## src/rtl/bsmp_pkg.sv

```systemverilog
`timescale 1ns / 1ps
package bsmp_pkg;
  localparam int MAX_BONES = 256;
  localparam int ELEM_WIDTH = 16;
  localparam int FRAC_BITS = 8;
  localparam int LANE_BITS = 16;
  localparam int STORE_DEPTH = MAX_BONES * 4;
  localparam int ADDR_W = $clog2(STORE_DEPTH);
  localparam int PROD_W = 2 * ELEM_WIDTH;
  localparam int SUM_W = PROD_W + 2;
  localparam int NUM_LANES = 4;

  typedef logic signed [ELEM_WIDTH-1:0] elem_t;
  typedef logic [63:0] row_t;

  // Lane result passed to the merge stage.
  typedef struct packed {
    elem_t value;
    logic  sat;
  } lane_res_t;

  // Take column c of a packed row, sign-extended from the element width.
  function automatic elem_t get_elem(input row_t row, input logic [1:0] c);
    logic [LANE_BITS-1:0] lane;
    lane = row[c*LANE_BITS +: LANE_BITS];
    return elem_t'(lane[ELEM_WIDTH-1:0]);
  endfunction

  // Widen an element back into a 16-bit lane.
  function automatic logic [LANE_BITS-1:0] put_elem(input elem_t e);
    return LANE_BITS'(signed'(e));
  endfunction
endpackage

```

## src/rtl/bsmp_lane.sv

```systemverilog
`timescale 1ns / 1ps
// One dot-product lane: four products of a row and a column, summed,
// rounded half up and saturated. The product is registered before the sum.
module bsmp_lane (
  input  logic               clk,
  input  bsmp_pkg::elem_t    a [4],
  input  bsmp_pkg::elem_t    b [4],
  output bsmp_pkg::lane_res_t res
);
  logic signed [bsmp_pkg::PROD_W-1:0] prod_r [4];
  logic signed [bsmp_pkg::SUM_W-1:0] sum;
  logic signed [bsmp_pkg::SUM_W-bsmp_pkg::FRAC_BITS-1:0] rnd;
  localparam logic signed [bsmp_pkg::SUM_W-bsmp_pkg::FRAC_BITS-1:0] MAXV =
    (bsmp_pkg::SUM_W-bsmp_pkg::FRAC_BITS)'((1 << (bsmp_pkg::ELEM_WIDTH-1)) - 1);
  localparam logic signed [bsmp_pkg::SUM_W-bsmp_pkg::FRAC_BITS-1:0] MINV = -MAXV - 1;

  // Register the four products.
  always_ff @(posedge clk) begin
    for (int k = 0; k < 4; k++) prod_r[k] <= a[k] * b[k];
  end

  // Sum, round and saturate.
  always_comb begin
    sum = bsmp_pkg::SUM_W'(prod_r[0]) + bsmp_pkg::SUM_W'(prod_r[1])
        + bsmp_pkg::SUM_W'(prod_r[2]) + bsmp_pkg::SUM_W'(prod_r[3])
        + bsmp_pkg::SUM_W'(1 << (bsmp_pkg::FRAC_BITS-1));
    rnd = sum[bsmp_pkg::SUM_W-1:bsmp_pkg::FRAC_BITS];
    if (rnd > MAXV) begin
      res.value = MAXV[bsmp_pkg::ELEM_WIDTH-1:0];
      res.sat = 1'b1;
    end else if (rnd < MINV) begin
      res.value = MINV[bsmp_pkg::ELEM_WIDTH-1:0];
      res.sat = 1'b1;
    end else begin
      res.value = rnd[bsmp_pkg::ELEM_WIDTH-1:0];
      res.sat = 1'b0;
    end
  end
endmodule

```

## config.mk

```make
export PLATFORM = sky130hd
export DESIGN_NAME = bsmp_lane
export DESIGN_NICKNAME = d
export VERILOG_FILES = /design/src/rtl/bsmp_pkg.sv /design/src/rtl/bsmp_lane.sv
export SDC_FILE = /design/constraint.sdc
export NUM_CORES = 2
export LEC_CHECK = 0
export BUFFER_PORTS_ARGS = -buffer_cell sky130_fd_sc_hd__buf_2
export CELL_PAD_IN_SITES_DETAIL_PLACEMENT = 0
export CELL_PAD_IN_SITES_GLOBAL_PLACEMENT = 1
export CORE_MARGIN = 2
export CORE_UTILIZATION = 52
export CTS_BUF_LIST = sky130_fd_sc_hd__clkbuf_4
export CTS_CLUSTER_SIZE = 20
export DETAILED_ROUTE_END_ITERATION = 8
export GPL_TIMING_DRIVEN = 0
export PLACE_DENSITY = 0.81
export RECOVER_POWER = 100
export REMOVE_ABC_BUFFERS = 1
export SLEW_MARGIN = 10
export SYNTH_ARGS = -nofsm -noshare
export SYNTH_HDL_FRONTEND = slang
export SYNTH_SLANG_ARGS = --single-unit
```

## constraint.sdc

```tcl
create_clock -name clk -period 9 [get_ports clk]
set_input_delay 0.9 -clock clk [delete_from_list [all_inputs] [get_ports clk]]
set_output_delay 0.9 -clock clk [all_outputs]
set_load 0.005 [all_outputs]
```

Word level (Yosys, flattened, before mapping):

Memories as Yosys holds them, arrays and structs flattened.
Cells that the tools add are included.

* logic and storage cells: 13
* latch bits: 0
* input bits: 129
* register bits after elaboration: 0
* output and inout bits: 17
* ROM bits: 0
* memories: 1
* bits in writable memories: 128

* multiplexer cells: 2
* shift operators: 0
* reductions and logical operators: 0
* divide/modulo/power cells: 0
* equality and inequality tests: 0
* $lt $le $gt $ge: 2
* add/sub/neg operators: 4
* bitwise logic cells: 0
* multipliers: 4

Memories
* prod_r: depth 4, bits a word 32, rd ports 4, clocked after memory_dff 0, wr ports 4, RTL line bsmp_lane.sv:10 `logic signed [bsmp_pkg::PROD_W-1:0] prod_r [4];`

Operators with widths (number)
* 16-bit by 16-bit multiplier with 32-bit output: 4
* 33-bit by 32-bit adder with 34-bit output: 1
* 34-bit by 32-bit adder with 34-bit output: 1
* 34-bit by 9-bit adder with 34-bit output (second input constant): 1
* 17-bit 2-to-1 mux: 2
* 32-bit by 32-bit adder with 33-bit output: 1
* 26-bit by 16-bit greater-than comparator with 1-bit output (second input constant): 1
* 26-bit by 16-bit less-than comparator with 1-bit output (second input constant): 1

Longest topological paths before layout:

* word-level depth: 7
* gate-level depth with buffers: 26
* depth with buffers taken out: 25

Worst setup path after synthesis:

Ideal clock, no wire load.

* kind: input port to flip-flop
* start point: input b[17] (netlist bit)
* end point: memory prod_r[2][30] (netlist bit)
* setup time: 0.106 ns
* path buffers: 1
* arrival time: 6.851 ns
* stages on the path: 21
* path slack: 2.043 ns
* required time: 8.894 ns
* cells stage by stage: clkbuf_1 > nand2_1 > inv_1 > fa_1 > fa_1 > fa_1 > fa_1 > fa_1 > inv_1 > fa_1 > inv_1 > ha_1 > a21o_1 > a21o_1 > a21oi_1 > o221ai_1 > o21ai_0 > a21oi_1 > o41ai_1 > or4b_2 > o311ai_0

RTL lines
* start: declaration: RTL line bsmp_lane.sv:7 `input bsmp_pkg::elem_t b [4],`
* end: declaration: RTL line bsmp_lane.sv:10

==> results.env <==
OUTCOME='complete, but fails checks'
FAILED_CHECKS='max-capacitance violations, max-slew violations'
LAYOUT.FILLER_CELLS=7984
SLEW_VIOL_FINAL=17
DRT_FIRST_ITER_VIOLATIONS=1402
PORT-BUFFER-COUNT=145
MAX_CAP_VIOL_COUNT=1
LAYOUT_COMMONEST_CELL='sky130_fd_sc_hd__inv_1'
NETLIST_AREA_UM2=44900
PERIOD_SHARE=0.883
ROUTED_WL_UM=102000
CHIPHEIGHT_UM=298
WORSTMARGINPINSLEW_PS=1530
CRITICAL_PATH.ENDPOINT_TYPE='output port'
IOPINCOUNT=146
SETUP_TOTAL_NEGATIVE_SLACK_PS=0
UTILIZATION=0.549
FINALNETCOUNT=6449
MAX_CLOCK_BUF_DEPTH=2
GRT.OVERFLOW.TOTAL=0
REG_TOP3='prod_r (128)'
RSZ0062_AT_GRT='false'
TRITONCTS='yes'
PLACED_CELL_AREA_UM2=46600
SYNTH-WARNING-COUNT=0
FLOW.AREA_GROWTH_FROM_SYNTHESIS_PCT=4.32
SHARE_OF_LAYOUT_CELLS_ABOVE_DRIVE_STRENGTH_1=0.0389
CRIT_TYPE='reg -> out'
FLIP_FLOP_COUNT_OF_THE_LARGEST_REGISTER_ALL_COPIES_AND_WORDS_ADDED=128
SYNTH-MAIN-FF-CELL='sky130_fd_sc_hd__dfxtp_1'
INITIAL_UTILIZATION=0.526
POSTCTSSETUPREPAIRBUFS=0
GRT_START_MAX_NET_PINS=17
TOP_REGISTER='prod_r'
TRACK_USAGE=0.247
VIA_PER_INST=5.13
COMMONEST_CELLS_AFTER_ROUTING_FILL_AND_TAPS_ASIDE='sky130_fd_sc_hd__inv_1 (1287), sky130_fd_sc_hd__fa_1 (1112), sky130_fd_sc_hd__nand2_1 (517)'
CLOCK_SINKS=128
CTS-ROOT-BUF='sky130_fd_sc_hd__clkbuf_4'
NETLIST_CELL_TYPES=66
ANTENNA_FOUND_INITIAL=1
ROW_COUNT=107
DIEAREA_UM2=88800
TRITONCTS.NUM_BUFFERS=17
SYN_AREA_PER_CELL_UM2=9.38
CRITPATHMAXFANOUT=16
FINAL_ANTENNA_NET_COUNT=0
DRT_FIRST_PASS_ITERS=6
DRC_ERRORS=0
WORST_SETUP_HOLD_PATH_CLK_SLEW_PS=130
DRT-WIRELENGTH-PER-CELL_UM=17.1
SYNTH_ADDER_AREA_SHARE=0.604
SEQ_TOTAL_AREA_YOSYS=0.0570
YS_FF_LATCH=128
HPWL_UM=85700
FINAL-HOLD-VIOLATION-COUNT=0
SYNTHSIMPLEGATEAREAFRAC=0.137
HOLD_BUFFERS=0
WHS_PATH_DEPTH=2
WORSTPATHREQUIRED_PS=8100
SYNTH_EDF_COUNT=0
SYNTH_COMPOUND_AREA_FRAC=0.0489
MUXSHAREOFSYNTHAREA=0.000251
REPORT.FINAL.SETUP_VIOL=0
MIN_FROM='b[0]'
TIMING.FINAL.CRIT_PERIOD_PS=7940
SYNTH_XOR_XNOR_AREA_SHARE=0.0335
SYNTHCELLS=4788
COUNT_OF_INSTANCES_RESIZED_AFTER_THE_CLOCK_TREE_IS_BUILT=0
SYNTH_TOP_FAMILY_BY_AREA='adder cells'
FINALWEIGHTEDCONGESTION=0.839
CTS.HTREE.LEVELS=4
CORE_AREA_UM2=85400
WORST-ENDPOINT-ARRIVAL_PS=7040
ASYNCSETRESETFLOPFRACSYNTH=0
NUMBER_OF_GLOBAL_ROUTE_VIAS_BEFORE_REPAIR=33600
FIRST_PASS_GRT_WIRE_LENGTH_UM=175000
WORST_SETUP_PATH_START_KIND='flop'
HOLD_PATH_CLASS='in -> reg'
WORST_RELATIVE_SLEW_SLACK=-0.0321
FP.DIEW_UM=298
ROUTED-VIA-COUNT=30700
MIN_DELAY_WORST_ENDPOINT='prod_r[3][0]$_DFF_P_'
FMAX_MHz=126
FINAL_DESIGN_AREA_NO_FILL_UM2=46900
layout make-up:
| type | count | area (um^2) | share of cell area |
|---|---|---|---|
| clock inverters | 15 | 199 | 0.00425 |
| diodes | 1 | 2.50 | 0.0000534 |
| well taps | 1144 | 1430 | 0.0305 |
| inverters | 1287 | 4830 | 0.103 |
| flip-flops and latches | 128 | 2560 | 0.0547 |
| multi-input cells | 3239 | 37000 | 0.789 |
| repair buffers | 146 | 713 | 0.0152 |
| clock buffers | 17 | 128 | 0.00272 |
synthesized netlist by cell type (8+ instances only):
library cell               instances  share of area
sky130_fd_sc_hd__inv_1          1287           0.11
sky130_fd_sc_hd__o21a_1            8         0.0013
sky130_fd_sc_hd__dfxtp_1         128          0.057
sky130_fd_sc_hd__nor2b_1           9         0.0013
sky130_fd_sc_hd__nor3_1           23         0.0026
sky130_fd_sc_hd__a31oi_1          17         0.0024
sky130_fd_sc_hd__clkbuf_1        131          0.011
sky130_fd_sc_hd__a21oi_1         101          0.011
sky130_fd_sc_hd__and3_1           11         0.0015
sky130_fd_sc_hd__and2_1          485          0.068
sky130_fd_sc_hd__nor2_1           90         0.0075
sky130_fd_sc_hd__nand2b_1         35         0.0049
sky130_fd_sc_hd__o21ai_0          49         0.0055
sky130_fd_sc_hd__a21o_1           67          0.011
sky130_fd_sc_hd__xnor2_1         132          0.026
sky130_fd_sc_hd__a211oi_1          8         0.0013
sky130_fd_sc_hd__o21bai_1         19         0.0032
sky130_fd_sc_hd__nand2_1         517          0.043
sky130_fd_sc_hd__ha_1            389           0.11
sky130_fd_sc_hd__xor2_1           40         0.0078
sky130_fd_sc_hd__fa_1           1112           0.50
sky130_fd_sc_hd__nand4_1          11         0.0015
sky130_fd_sc_hd__nand3_1          27         0.0030
per-stage QoR:
stage               worst slack [ps]  std cells  hold WS [ps]
finish                          1060       5977           747
global route                     631       5977           718
CTS                             1610       5976           684
detailed placement              1040       5944          1330
global placement                 642       5943          1330
floorplan                       2250       4654          1020
layer usage:
layer,GRT usage,vias up,share of wire
met3,0.0203,123,0.036
li1,-,14000,-
met1,0.337,16000,0.43
met4,0.0447,0,0.017
met2,0.437,554,0.52
met5,0,-,0
worst max-delay path, cell delays in order (launching register included):
cell and delay, ps:
sky130_fd_sc_hd__dfxtp_1 400, sky130_fd_sc_hd__inv_1 80, sky130_fd_sc_hd__fa_1 530, sky130_fd_sc_hd__inv_1 50, sky130_fd_sc_hd__fa_1 450, sky130_fd_sc_hd__ha_1 290, sky130_fd_sc_hd__ha_1 290, sky130_fd_sc_hd__a211o_1 120
sky130_fd_sc_hd__a31oi_1 70, sky130_fd_sc_hd__o21a_1 230, sky130_fd_sc_hd__o211ai_1 600, sky130_fd_sc_hd__nand4_1 360, sky130_fd_sc_hd__and3_4 290, sky130_fd_sc_hd__a311oi_2 300, sky130_fd_sc_hd__nand3_1 130, sky130_fd_sc_hd__o41ai_2 1300
sky130_fd_sc_hd__o21ai_0 700, sky130_fd_sc_hd__clkbuf_1 250
how the worst max path moves through the flow:
stage                          from               endpoint  slack [ps]  depth (start not counted)
2_1_floorplan                 b[17]  prod_r[2][30]$_DFF_P_        2250                         20
3_3_place_gp                  b[17]  prod_r[2][30]$_DFF_P_         640                         20
3_5_place_dp                  b[55]  prod_r[0][30]$_DFF_P_        1040                         23
4_1_cts                       b[55]  prod_r[0][30]$_DFF_P_        1610                         23
5_1_grt                       a[26]  prod_r[2][30]$_DFF_P_         630                         22
6_report       prod_r[1][4]$_DFF_P_                 res[5]        1060                         17
cell families after synthesis:
group                      after synthesis
and+or+nand+nor                       1232
DFF                                    128
xor gates and xnor gates               172
AOI/OAI and AO/OA                      333
buffers and inverters                 1421
adders and majority gates             1501
muxes                                    1
Power is left out: the tool's default activity adds up to more than one toggle a clock period on the data nets, which glitch-free logic cannot reach.
